$ cat src/hw/rtl/tdcep_pkg.sv
// shared types and constants for the converter edge pairing block
// no dependencies; compiled first
package tdcep_pkg;

    localparam int BOARD_W  = 4;
    localparam int EPOCH_IN_W = 32;
    localparam int EPOCH_W  = 28;
    localparam int CHAN_W   = 7;
    localparam int FINE_W   = 10;
    localparam int COARSE_W = 11;

    // fine code that flags a lost fine time
    localparam logic [FINE_W-1:0] FINE_LOST = 10'h3FF;

    // trigger channel number
    localparam logic [CHAN_W-1:0] TRIG_CHAN = 7'd0;

    typedef struct packed {
        logic                  event_start;
        logic [BOARD_W-1:0]    board_number;
        logic [EPOCH_IN_W-1:0] epoch_value;
        logic [CHAN_W-1:0]     channel_number;
        logic [FINE_W-1:0]     fine_code;
        logic [COARSE_W-1:0]   coarse_time;
        logic                  leading_edge;
    } tdc_word_t;

    typedef struct packed {
        logic                is_trailing_pair;
        logic [BOARD_W-1:0]  out_board;
        logic [CHAN_W-1:0]   out_channel;
        logic [EPOCH_W-1:0]  trigger_epoch;
        logic [COARSE_W-1:0] trigger_coarse;
        logic [FINE_W-1:0]   trigger_fine;
        logic [EPOCH_W-1:0]  lead_epoch;
        logic [COARSE_W-1:0] lead_coarse;
        logic [FINE_W-1:0]   lead_fine;
        logic [EPOCH_W-1:0]  edge_epoch;
        logic [COARSE_W-1:0] edge_coarse;
        logic [FINE_W-1:0]   edge_fine;
    } tdc_rec_t;

endpackage

$ cat src/hw/rtl/tdcep_if.sv
// valid/ready channel interfaces for converter words and pair records
// depends on tdcep_pkg
interface tdcep_word_if import tdcep_pkg::*; ();
    logic      valid;
    logic      ready;
    tdc_word_t data;

    modport source (output valid, output data, input ready);
    modport sink (input valid, input data, output ready);
endinterface

interface tdcep_rec_if import tdcep_pkg::*; ();
    logic     valid;
    logic     ready;
    tdc_rec_t data;

    modport source (output valid, output data, input ready);
    modport sink (input valid, input data, output ready);
endinterface

$ cat src/hw/rtl/tdcep_pair_core.sv
// per-event state and edge pairing decision for one converter word
// depends on tdcep_pkg
module tdcep_pair_core
    import tdcep_pkg::*;
(
    input  logic      clk,
    input  logic      rst_n,
    input  tdc_word_t word,
    input  logic      fire,
    output logic      has_result,
    output tdc_rec_t  result
);

    typedef struct packed {
        logic [EPOCH_W-1:0]  current_epoch;
        logic [CHAN_W-1:0]   prev_channel;
        logic                lead_pending;
        logic [EPOCH_W-1:0]  pend_epoch;
        logic [COARSE_W-1:0] pend_coarse;
        logic [FINE_W-1:0]   pend_fine;
        logic [EPOCH_W-1:0]  trig_epoch;
        logic [COARSE_W-1:0] trig_coarse;
        logic [FINE_W-1:0]   trig_fine;
    } pair_state_t;

    pair_state_t state_reg;
    pair_state_t state_next;
    pair_state_t base;

    always_comb
    begin
        // event start clears everything before the word is looked at
        base       = word.event_start ? '0 : state_reg;
        state_next = base;
        has_result = 1'b0;
        result     = '0;

        result.out_board      = word.board_number;
        result.out_channel    = word.channel_number;
        result.trigger_epoch  = base.trig_epoch;
        result.trigger_coarse = base.trig_coarse;
        result.trigger_fine   = base.trig_fine;
        result.lead_epoch     = base.pend_epoch;
        result.lead_coarse    = base.pend_coarse;
        result.lead_fine      = base.pend_fine;
        result.edge_epoch     = base.current_epoch;
        result.edge_coarse    = word.coarse_time;
        result.edge_fine      = word.fine_code;

        priority if (word.epoch_value != '0)
        begin
            state_next.current_epoch = word.epoch_value[EPOCH_W-1:0];
        end
        else if (word.fine_code == FINE_LOST)
        begin
            state_next = base;
        end
        else if (word.channel_number < base.prev_channel)
        begin
            state_next = base;
        end
        else
        begin
            state_next.prev_channel = word.channel_number;
            priority if (word.channel_number == TRIG_CHAN)
            begin
                state_next.trig_epoch  = base.current_epoch;
                state_next.trig_coarse = word.coarse_time;
                state_next.trig_fine   = word.fine_code;
            end
            else if (word.leading_edge)
            begin
                state_next.lead_pending = 1'b1;
                state_next.pend_epoch   = base.current_epoch;
                state_next.pend_coarse  = word.coarse_time;
                state_next.pend_fine    = word.fine_code;
                has_result              = 1'b1;
                result.lead_epoch       = base.current_epoch;
                result.lead_coarse      = word.coarse_time;
                result.lead_fine        = word.fine_code;
            end
            else if (base.lead_pending)
            begin
                state_next.lead_pending = 1'b0;
                state_next.pend_epoch   = '0;
                state_next.pend_coarse  = '0;
                state_next.pend_fine    = '0;
                has_result              = 1'b1;
                result.is_trailing_pair = 1'b1;
            end
            else
            begin
                state_next = state_next;
            end
        end
    end

    always_ff @(posedge clk or negedge rst_n)
    begin
        if (!rst_n)
        begin
            state_reg <= '0;
        end
        else if (fire)
        begin
            state_reg <= state_next;
        end
    end

    a_pair_needs_lead: assert property (@(posedge clk) disable iff (!rst_n)
        has_result && result.is_trailing_pair |-> state_reg.lead_pending && !word.event_start)
        else $error("trailing pair without pending lead");

    a_pair_clears_lead: assert property (@(posedge clk) disable iff (!rst_n)
        fire && has_result && result.is_trailing_pair |=> !state_reg.lead_pending)
        else $error("pending lead kept after pairing");

    a_no_trig_record: assert property (@(posedge clk) disable iff (!rst_n)
        has_result |-> word.channel_number != TRIG_CHAN && word.epoch_value == '0)
        else $error("record from trigger or epoch word");

    a_chan_rises: assert property (@(posedge clk) disable iff (!rst_n)
        fire && !word.event_start |=> state_reg.prev_channel >= $past(state_reg.prev_channel))
        else $error("previous channel went down within an event");

endmodule

$ cat src/hw/rtl/tdc_hit_stream_edge_pairing.sv
// top level of the converter word edge pairing block
// depends on tdcep_pkg, tdcep_if and tdcep_pair_core
//
// takes one converter word per cycle on hit and returns at most one edge record
// per word on rec. each word goes through an input register, then a single pass
// of compare and select logic against the per-event state (epoch, last channel,
// trigger time, pending lead), then a result register. throughput is one word
// per clock unless the input stage stalls; the result register drives rec. the
// input stage keeps taking words while a record waits on rec, and only stalls
// when its held word makes a record and the result register is still full.
// epoch words, words with lost fine time, words whose channel drops below the
// last one and trigger-channel words make no record; an event start word clears
// all state first. fine codes are passed on raw, with no calibration
module tdc_hit_stream_edge_pairing
    import tdcep_pkg::*;
(
    input  logic        clk,
    input  logic        rst_n,
    tdcep_word_if.sink  hit,
    tdcep_rec_if.source rec
);

    // input stage
    logic      s1_valid_reg;
    logic      s1_valid_next;
    tdc_word_t s1_word_reg;

    // result stage
    logic      out_valid_reg;
    logic      out_valid_next;
    tdc_rec_t  out_rec_reg;

    // core decision for the held word
    logic      has_result;
    tdc_rec_t  result;
    logic      out_free;
    logic      s1_fire;
    logic      hit_take;

    tdcep_pair_core u_core (
        .clk        (clk),
        .rst_n      (rst_n),
        .word       (s1_word_reg),
        .fire       (s1_fire),
        .has_result (has_result),
        .result     (result)
    );

    // result register can take a new record this cycle
    assign out_free = !out_valid_reg || rec.ready;

    // held word retires: either it makes no record or the record has a slot
    assign s1_fire = s1_valid_reg && (!has_result || out_free);

    assign hit.ready = !s1_valid_reg || s1_fire;
    assign hit_take  = hit.valid && hit.ready;

    always_comb
    begin
        s1_valid_next = s1_valid_reg;
        if (hit.ready)
        begin
            s1_valid_next = hit.valid;
        end
    end

    always_comb
    begin
        out_valid_next = out_valid_reg;
        priority if (s1_fire && has_result)
        begin
            out_valid_next = 1'b1;
        end
        else if (rec.ready)
        begin
            out_valid_next = 1'b0;
        end
        else
        begin
            out_valid_next = out_valid_reg;
        end
    end

    always_ff @(posedge clk or negedge rst_n)
    begin
        if (!rst_n)
        begin
            s1_valid_reg  <= 1'b0;
            out_valid_reg <= 1'b0;
        end
        else
        begin
            s1_valid_reg  <= s1_valid_next;
            out_valid_reg <= out_valid_next;
        end
    end

    // payload registers, no reset needed
    always_ff @(posedge clk)
    begin
        if (hit_take)
        begin
            s1_word_reg <= hit.data;
        end
        if (s1_fire && has_result)
        begin
            out_rec_reg <= result;
        end
    end

    assign rec.valid = out_valid_reg;
    assign rec.data  = out_rec_reg;

    a_no_overwrite: assert property (@(posedge clk) disable iff (!rst_n)
        out_valid_reg && !rec.ready |-> !(s1_fire && has_result))
        else $error("pending record overwritten");

    a_stall_only_on_full: assert property (@(posedge clk) disable iff (!rst_n)
        s1_valid_reg && !s1_fire |-> has_result && out_valid_reg && !rec.ready)
        else $error("input stage stalled without cause");

    a_rec_held: assert property (@(posedge clk) disable iff (!rst_n)
        rec.valid && !rec.ready |=> rec.valid && $stable(rec.data))
        else $error("waiting record dropped or changed");

endmodule

$ cat src/flat_wrapper.sv
// flat-port wrapper written by rule: the top's interface ports become plain ports
module tdc_hit_stream_edge_pairing_flat import tdcep_pkg::*;
  (clk, rst_n, hit_valid, hit_data, hit_ready, rec_valid, rec_data, rec_ready);
  tdcep_word_if hit_i ();
  tdcep_rec_if rec_i ();
  input  logic clk;
  input  logic rst_n;
  input wire logic [$bits(hit_i.valid)-1:0] hit_valid;
  input wire logic [$bits(hit_i.data)-1:0] hit_data;
  output wire logic [$bits(hit_i.ready)-1:0] hit_ready;
  output wire logic [$bits(rec_i.valid)-1:0] rec_valid;
  output wire logic [$bits(rec_i.data)-1:0] rec_data;
  input wire logic [$bits(rec_i.ready)-1:0] rec_ready;
  assign hit_i.valid = hit_valid;
  assign hit_i.data = hit_data;
  assign hit_ready = hit_i.ready;
  assign rec_valid = rec_i.valid;
  assign rec_data = rec_i.data;
  assign rec_i.ready = rec_ready;
  tdc_hit_stream_edge_pairing u_core (.clk(clk), .rst_n(rst_n), .hit(hit_i), .rec(rec_i));
endmodule
$ cat config.mk
export PLATFORM = sky130hd
export DESIGN_NAME = tdc_hit_stream_edge_pairing_flat
export DESIGN_NICKNAME = d
export VERILOG_FILES = /design/src/hw/rtl/tdcep_pkg.sv /design/src/hw/rtl/tdcep_if.sv /design/src/hw/rtl/tdcep_pair_core.sv /design/src/hw/rtl/tdc_hit_stream_edge_pairing.sv /design/src/flat_wrapper.sv
export SDC_FILE = /design/constraint.sdc
export NUM_CORES = 1
export LEC_CHECK = 0
export ABC_AREA = 1
export BUFFER_PORTS_ARGS = -buffer_cell sky130_fd_sc_hd__buf_4
export CAP_MARGIN = 20
export CORE_MARGIN = 4
export CORE_UTILIZATION = 52
export DETAILED_ROUTE_END_ITERATION = 6
export PLACE_DENSITY = 0.77
export SYNTH_ARGS = -nofsm -noshare
export SYNTH_HDL_FRONTEND = slang
export SYNTH_SLANG_ARGS = --single-unit
$ cat constraint.sdc
create_clock -name clk -period 6.3 [get_ports clk]
set_clock_uncertainty 0.1 [all_clocks]
set_input_delay 1.89 -clock clk [delete_from_list [all_inputs] [get_ports clk]]
set_output_delay 1.89 -clock clk [all_outputs]
set_load 0.01 [all_outputs]
Word level (Yosys, flattened, before mapping) --
Cells that the tools add are included.
Word-level totals: flip-flop bits (word level) 361, latch bits 0, bits in writable memories 0, memory bits (read-only) 0, bits of input ports 70, output and inout bits 161, word-level logic and storage cells 67, memories kept 0
Operators by class: $add $sub $neg 0, $mul 0, divide/modulo/power cells 0, order comparisons 1, equality and inequality tests 1, shift operators 0, mux-type cells 22, bitwise operators 0, reduce and logical (&&, ||, !) cells 13
Operators with widths (count):
- two-way mux 49 bit | 7
- two-way mux 106 bit | 3
- two-way mux 134 bit | 1
- two-way mux 50 bit | 2
- nonzero test 32 bit | 1
- two-way mux 28 bit | 1
- == test 10 bit, second input constant | 1
- two-way mux 1 bit | 8
- zero test 7 bit | 1
- less-than comparator 7 bit | 1
- OR reduction 5 bit | 1
- logical AND 1 bit | 3
- zero test 1 bit | 3
- logical OR 1 bit | 3
- nonzero test 2 bit | 1

Depth between registers and ports, before layout --
Gate-level depths: netlist of run 1.
depth after elaboration 12, mapped depth 21, mapped depth without buffers 16

Modules after synthesis --
Synthesis of run 1 repeated with hierarchy kept, for this count alone.
Second synthesis, totals: cell total of the unflattened synthesis 1921, area total of the unflattened synthesis 16809.9 um^2
By module, submodules not included:
- tdcep_pair_core | times used 1, cells each 1681, area each 9943.3 um^2, sequential area each 3353.2 um^2
- tdc_hit_stream_edge_pairing | times used 1, cells each 240, area each 6866.6 um^2, sequential area each 6806.5 um^2

Least setup slack after synthesis of run 1 --
No wires, ideal clock.
path type reg-to-reg, start point reg u_core.s1_word_reg[65] (netlist name), end point reg u_core.out_rec_reg (netlist bit u_core.rec.data[0]), enable pin, library setup time 0.512 ns, arrival 5.514 ns, required time 5.688 ns, slack 0.174 ns, cell stages (with the launch flop) 16, path buffers 4, period minus slack after synthesis 6.126 ns, cell sequence edfxtp_1 -> buf_6 -> inv_4 -> clkbuf_1 -> buf_1 -> nand2_1 -> ha_1 -> a21o_1 -> nor2_1 -> nand2_2 -> nand2_4 -> nor2_8 -> a21oi_2 -> buf_6 -> nand2_1 -> inv_1
On the way: cells in the longest elaborated chain, start to end 11, elaborated cells between the ends (all ways) 12, classes of those cells 1 x order compare; 7 x mux; 4 x reduce/logical
RTL lines:
- start, declared | line tdc_hit_stream_edge_pairing.sv:26 | tdc_word_t s1_word_reg;
- start signal, assigned | line tdc_hit_stream_edge_pairing.sv:103 | s1_word_reg <= hit.data;
- two-way mux 134 bit (*) | line tdcep_pair_core.sv:33 | base = word.event_start ? '0 : state_reg;
- parallel branches: the longest is 3 deep, another holds less-than comparator 7 bit
- two-way mux 1 bit (*) | line tdcep_pair_core.sv:58 | else if (word.channel_number < base.prev_channel)
- two-way mux 1 bit (*) | line tdcep_pair_core.sv:54 | else if (word.fine_code == FINE_LOST)
- two-way mux 1 bit (*) | line tdcep_pair_core.sv:50 | priority if (word.epoch_value != '0)
- zero test 1 bit | line tdc_hit_stream_edge_pairing.sv:53 | assign s1_fire = s1_valid_reg && (!has_result || out_free);
- logical OR 1 bit | line tdc_hit_stream_edge_pairing.sv:53
- logical AND 1 bit | line tdc_hit_stream_edge_pairing.sv:53
- logical AND 1 bit (*) | line tdc_hit_stream_edge_pairing.sv:105 | if (s1_fire && has_result)
- end signal, assigned | line tdc_hit_stream_edge_pairing.sv:107 | out_rec_reg <= result;
- end, declared | line tdc_hit_stream_edge_pairing.sv:31 | tdc_rec_t out_rec_reg;
Mark *: on every way between the ends. A chain may end at the register's enable or synchronous reset.

Worst setup path in the final report of run 1 --
start point reg u_core.s1_word_reg[65] (netlist name), end point out hit_ready
On the way: cells in the longest elaborated chain, start to end 11, elaborated cells between the ends (all ways) 12, classes of those cells 1 x order compare; 7 x mux; 4 x reduce/logical
RTL lines:
- two-way mux 134 bit (*) | line tdcep_pair_core.sv:33
- parallel branches: the longest is 3 deep, another holds less-than comparator 7 bit
- two-way mux 1 bit (*) | line tdcep_pair_core.sv:58
- two-way mux 1 bit (*) | line tdcep_pair_core.sv:54
- two-way mux 1 bit (*) | line tdcep_pair_core.sv:50
- zero test 1 bit (*) | line tdc_hit_stream_edge_pairing.sv:53
- logical OR 1 bit (*) | line tdc_hit_stream_edge_pairing.sv:53
- logical AND 1 bit (*) | line tdc_hit_stream_edge_pairing.sv:53
- logical OR 1 bit (*) | line tdc_hit_stream_edge_pairing.sv:55 | assign hit.ready = !s1_valid_reg || s1_fire;
- end, declared | line flat_wrapper.sv:10 | output wire logic [$bits(hit_i.ready)-1:0] hit_ready;
Marked as above.

==> results of run 1 <==
-- worst paths after layout --
check / startpoint / to
max: u_core.s1_word_reg[65] / hit_ready
min: u_core.s1_word_reg[64] / u_core.rec.data[157]
max reg2reg: u_core.s1_word_reg[65] / u_core.rec.data[76]
min reg2reg: u_core.s1_word_reg[64] / u_core.rec.data[157]
max in group asynchronous: rst_n / u_core.u_core.state_reg[74]
min in group asynchronous: rst_n / u_core.u_core.state_reg[126]
-- cell type report --
class                      count  share of cell area
inverter                     138              0.0281
sequential                   361               0.541
multi-input combinational   1042               0.235
clock buffer                  56              0.0609
timing repair buffer         245               0.102
clock inverter                13             0.00600
tap                          390              0.0260
-- cell families after synthesis --
| family | Yosys count |
|---|---|
| flip-flops | 361 |
| AND/OR/NAND/NOR | 871 |
| buffers and inverters | 217 |
| AO/OA/AOI/OAI | 165 |
| adder cells (fa/ha/maj) | 6 |
-- cells in the final DEF (no fill, tap or decap), types with 2 or more instances in the layout --
cell type and instances:
nand2_1 636, buf_6 2, dfrtp_1 136, buf_16 3, nand2_2 2, clkbuf_1 9, inv_4 2, o21ai_1 40
ha_1 6, clkinv_1 6, inv_6 2, edfxtp_1 225, nand2_4 5, o22ai_1 7, nor2_8 3, o21ai_0 107
clkinv_2 4, inv_2 4, nand3_1 46, clkbuf_8 6, nand4_1 7, nor2_1 163, nor2_4 3, a21oi_1 9
bufinv_16 2, nor3_1 2, buf_4 239, inv_1 131, clkbuf_16 41
-- report_power, final --
group          leakage, nW  switching (mW)  internal, mW
Combinational         4.31           0.176        0.0691
Clock                0.617           0.894          1.34
Sequential            3.88          0.0422          2.57
Total                 8.81            1.11          3.98
-- layer usage --
layer / vias to the layer above / share of wire / track usage
met3: 81 / 0.091 / 0.0399
li1: 5610 / - / -
met2: 619 / 0.47 / 0.369
met1: 5667 / 0.42 / 0.344
met5: - / 0 / 0
met4: 0 / 0.024 / 0.0742
-- worst max-delay path: cells and delay by family, from the launching register on --
kind                       cells  cell delay [ps]
adders and majority gates      1              300
buffers and inverters          3              640
DFF                            1              380
and+or+nand+nor                8             1260
==> impl_results.md, run 1 <==
* EDFF count, synth at 225
* Outcome: complete, no violations
* Die Ht at 181 um
* Final instance area at 0.0188 mm^2
* Compound-gate portion of the synthesized area at 0.0540
* Hold-fix buffers, CTS at 0
* Crit. End Element: primary output
* Worst-Margin Slew at 1150 ps
* Average wire per standard cell at 17.9 um
* Root buffer cell: clkbuf_16
* Final WL at 40.1 mm
* Largest net degree at the start of global routing at 175
* Top cell type's share of synthesized area at 0.434
* Top FF cell, synth: edfxtp_1
* Setup ws final at 1190 ps
* Max Root-Sink Buffers at 3
* Synth cell types at 30
* Avg Inst Size Synth at 9.62 um^2
* WP data required at 4310 ps
* Adder-Cell Fraction of Synth Area at 0.00482
* Number of iterations in the first detailed-routing pass at 6
* Dpl cells at 2173
* Fillers at 2345
* RSZ-0062 raised after global routing: false
* Synth warnings at 0
* Starting density of the core at 0.527
* Fin. Hold Viols at 0
* H-tree levels at 2
* DP Area at 0.0174 mm^2
* Minimum clock period after layout at 5110 ps
* Register area at 0.0102 mm^2
* Largest register FFs at 159
* Routed via count at 12.0k
* Crit path kind: reg2out
* P_leak at 8.81 nW
* Fin nets at 1902
* Synthesized area at 0.0156 mm^2
* Worst hold path stage count at 0
* Clk pin slew, worst setup/hold paths at 60 ps
* Total negative setup slack at 0 ps
* Slowest stage delay, CP at 380 ps
* Share of cells above drive strength 1 at 0.174
* Mapped Cells at 1620
* Number of global-route vias before repair at 11.3k
* Hpwl dp at 24.7 mm
* Final slew viol count at 0
* Main combinational cell family by area after synthesis: simple AND/OR/NAND/NOR gates
* Post-CTS sizing at 0
* Die Wd at 181 um
* Multi-input logic area at 0.00441 mm^2
* Final setup viols at 0
* Worst min-delay path category: reg2reg
* Max Fclk at 196 MHz
* Final ANT Viol Nets at 0
* Initial antenna violation count at 0
* CP arrival at 3120 ps
* Worst-path fanout max at 35
* Worst hold slack at 317 ps
* Simple-Gate Fraction of Synth Area at 0.223
* Yosys reg bits at 361
* Top area cells in the synthesized netlist: edfxtp_1, dfrtp_1, nand2_1, nor2_1, o21ai_0
* Crit-path cells: buf_4 -> inv_4 -> nand2_1 -> ha_1 -> nand2_1 -> nor2_1 -> nand2_1 -> nand2_2 -> nand2_4 -> nor2_8 -> nand3_1 -> buf_4
* CP max-delay cell: edfxtp_1
* Tot Pwr at 5.09 mW
* Total gr overflow at 0
* Area leader, netlist: edfxtp_1
* GRT Total Usage at 0.236
* Relative slew margins at 0.236
* Core outline area at 0.0296 mm^2
* Clock Latency Late Sink at 520 ps
* Max-Cap Viols at 0
* Diode count at 0
* Post-synth net total at 1696
* CTS Sinks at 361
* Core Rows at 63
* Pwr Density at 271 mW/mm^2
* Internal reg-to-reg setup slack at 1870 ps
* CTS buffer count at 38
* Xor and xnor area share after synthesis at 0
* Number of post-CTS setup repair buffers at 0
* Ys async rst share at 0.377
* Most used cell, CP: nand2_1
* CTS tree: built
* Io pins at 231
* Residual DRC at 0
* Routability cong. at 0.827
* P&R area growth vs syn at 20.4%
* CP Launch Type: flip-flop
* Post-synthesis mux area share at 0
* Die Area at 0.0328 mm^2
* Period utilization at 0.812
* Layout Cells excl Fill at 2245
* Worst-case reg-to-reg path depth at 13
* Iter 0 DRT Violations at 1381
* Seq/Total Area, Yosys at 0.652
* First-pass GRT wire length at 62.1 mm
* Max VDD drop at 0.000205 V
* Via density at 5.33
* Worst slack at placement at 1680 ps
* Util after Layout at 0.635
* Synth top cells by count: nand2_1, edfxtp_1, nor2_1
* Most common cell in the netlist: nand2_1
* Port bufs at 230
(Power assumes the default switching activity.)
==> run 2, diff against run 1 <==
--- a/config.mk
+++ b/config.mk
@@ -9,9 +9,9 @@
 export BUFFER_PORTS_ARGS = -buffer_cell sky130_fd_sc_hd__buf_4
 export CAP_MARGIN = 20
 export CORE_MARGIN = 4
-export CORE_UTILIZATION = 52
+export CORE_UTILIZATION = 57
 export DETAILED_ROUTE_END_ITERATION = 6
-export PLACE_DENSITY = 0.77
+export PLACE_DENSITY = 0.8
 export SYNTH_ARGS = -nofsm -noshare
 export SYNTH_HDL_FRONTEND = slang
 export SYNTH_SLANG_ARGS = --single-unit
==> constraint.sdc (replaced) <==
create_clock -name clk -period 4.9 [get_ports clk]
set_clock_uncertainty 0.1 [all_clocks]
set_input_delay 1.47 -clock clk [delete_from_list [all_inputs] [get_ports clk]]
set_output_delay 1.47 -clock clk [all_outputs]
set_load 0.01 [all_outputs]
==> impl_results.md, run 2 (synthesis results as in run 1) <==
* WP data required at 3330 ps (was 4310 ps)
* Worst-Margin Slew at 1190 ps (was 1150 ps)
* Max-Cap Viols at 0 (unchanged)
* CP max-delay cell: edfxtp_1 (unchanged)
* Residual DRC at 0 (unchanged)
* Fin nets at 1902 (unchanged)
* CP arrival at 2910 ps (was 3120 ps)
* Pwr Density at 349 mW/mm^2 (was 271 mW/mm^2)
* CP Launch Type: flip-flop (unchanged)
* Max Root-Sink Buffers at 3 (unchanged)
* CTS tree: built (unchanged)
* Crit path kind: reg2out (unchanged)
* Final setup viols at 0 (unchanged)
* CTS buffer count at 38 (unchanged)
* Core Rows at 60 (was 63)
* Final slew viol count at 0 (unchanged)
* Via density at 5.48 (was 5.33)
* First-pass GRT wire length at 63.2 mm (was 62.1 mm)
* Number of iterations in the first detailed-routing pass at 6 (unchanged)
* Fin. Hold Viols at 0 (unchanged)
* Final ANT Viol Nets at 0 (unchanged)
* Util after Layout at 0.693 (was 0.635)
* Worst min-delay path category: reg2reg (unchanged)
* Most common cell after layout, fill and taps aside: nand2_1 (unchanged)
* Family with the most delay on the worst path: simple AND/OR/NAND/NOR gates (unchanged)
* Diode count at 0 (unchanged)
* CP bufs+invs at 3 (unchanged)
* Io pins at 231 (unchanged)
* Relative slew margins at 0.208 (was 0.236)
* Iter 0 DRT Violations at 1475 (was 1381)
* Total gr overflow at 0 (unchanged)
* Routability cong. at 0.848 (was 0.827)
* Largest register FFs at 159 (unchanged)
* Worst hold slack at 316 ps (was 317 ps)
* Largest net degree at the start of global routing at 175 (unchanged)
* Max VDD drop at 0.000196 V (was 0.000205 V)
* Hpwl dp at 24.5 mm (was 24.7 mm)
* Setup ws final at 416 ps (was 1190 ps)
* Hold-fix buffers, CTS at 0 (unchanged)
* Outcome: complete, no violations (unchanged)
* Share of cells above drive strength 1 at 0.177 (was 0.174)
* Tot Pwr at 6.51 mW (was 5.09 mW)
* Post-CTS sizing at 0 (unchanged)
* P&R area growth vs syn at 19.8% (was 20.4%)
* RSZ-0062 raised after global routing: false (unchanged)
* Crit. End Element: primary output (unchanged)
* Minimum clock period after layout at 4480 ps
* Average wire per standard cell at 18.2 um (was 17.9 um)
* Routed via count at 12.0k (about the same)
* Die Area at 0.0300 mm^2 (was 0.0328 mm^2)
* Crit-path cells: inv_4 -> nand2_1 -> ha_1 -> nand2_1 -> inv_1 -> nand2_1 -> nand2_1 -> nand2_1 -> nand2_2 -> nand2_4 -> nor2_8 -> nand3_1 -> buf_4 (was buf_4 -> inv_4 -> nand2_1 -> ha_1 -> nand2_1 -> nor2_1 -> nand2_1 -> nand2_2 -> nand2_4 -> nor2_8 -> nand3_1 -> buf_4)
* Total negative setup slack at 0 ps (unchanged)
* Most frequent cells in the layout: nand2_1, buf_4, edfxtp_1 (unchanged)
* CTS Sinks at 361 (unchanged)
* Clock Latency Late Sink at 520 ps (about the same)
* Number of global-route vias before repair at 11.8k (was 11.3k)
* Root buffer cell: clkbuf_16 (unchanged)
* Slowest stage delay, CP at 440 ps (was 380 ps)
* Worst-path fanout max at 21 (was 35)
* Die Wd at 173 um (was 181 um)
* H-tree levels at 2 (unchanged)
* Die Ht at 173 um (was 181 um)
* Initial antenna violation count at 0 (unchanged)
* GRT Total Usage at 0.261 (was 0.236)
* Most used cell, CP: nand2_1 (unchanged)
* P_leak at 8.79 nW (was 8.81 nW)
* Worst slack at placement at 1020 ps (was 1680 ps)
* Max Fclk at 223 MHz
* Starting density of the core at 0.578 (was 0.527)
* Number of post-CTS setup repair buffers at 0 (unchanged)
* Clk pin slew, worst setup/hold paths at 60 ps (about the same)
* Port bufs at 230 (unchanged)
* Period utilization at 0.915
* Core outline area at 0.0270 mm^2 (was 0.0296 mm^2)
* Final WL at 39.9 mm (was 40.1 mm)
run 2: metal layers:
layer | GRT usage | vias to the layer above | part of all wire
li1 | - | 5611 | -
met4 | 0.0875 | 0 | 0.028
met3 | 0.0486 | 97 | 0.097
met2 | 0.425 | 660 | 0.48
met1 | 0.359 | 5671 | 0.40
met5 | 0 | - | 0
run 2: report_power, final:
part | internal (mW) | total, mW | switching [mW]
Sequential | 3.31 | 3.36 | 0.0518
Combinational | 0.0878 | 0.317 | 0.229
Clock | 1.69 | 2.83 | 1.15
Total | 5.09 | 6.51 | 1.43
run 2: worst paths after layout:
kind,start,end,slack [ps],cells past startpoint
worst max register to register,u_core.s1_word_reg[65],u_core.u_core.state_reg[38],1280,14
max in group asynchronous,rst_n,u_core.u_core.state_reg[17],2800,2
worst min-delay path,u_core.s1_word_reg[64],u_core.rec.data[157],320,0
worst max-delay path,u_core.s1_word_reg[65],hit_ready,420,13
min in group asynchronous,rst_n,u_core.u_core.state_reg[18],980,1
worst min register to register,u_core.s1_word_reg[64],u_core.rec.data[157],320,0
run 2: final cells by class:
type	instances	area (um^2)
multi-input cells	1042	4420
fillers	1948	8290
clock inverters	16	133
inverters	138	524
clock buffers	53	1110
well taps	341	427
repair buffers	245	1900
flip-flops and latches	361	10200
run 2: stage by stage:
stage	cells	area (um^2)
global route	2196	18700
CTS	2194	18600
global placement	2124	17400
detailed placement	2125	17400
finish	2196	18700
floorplan	1620	15600
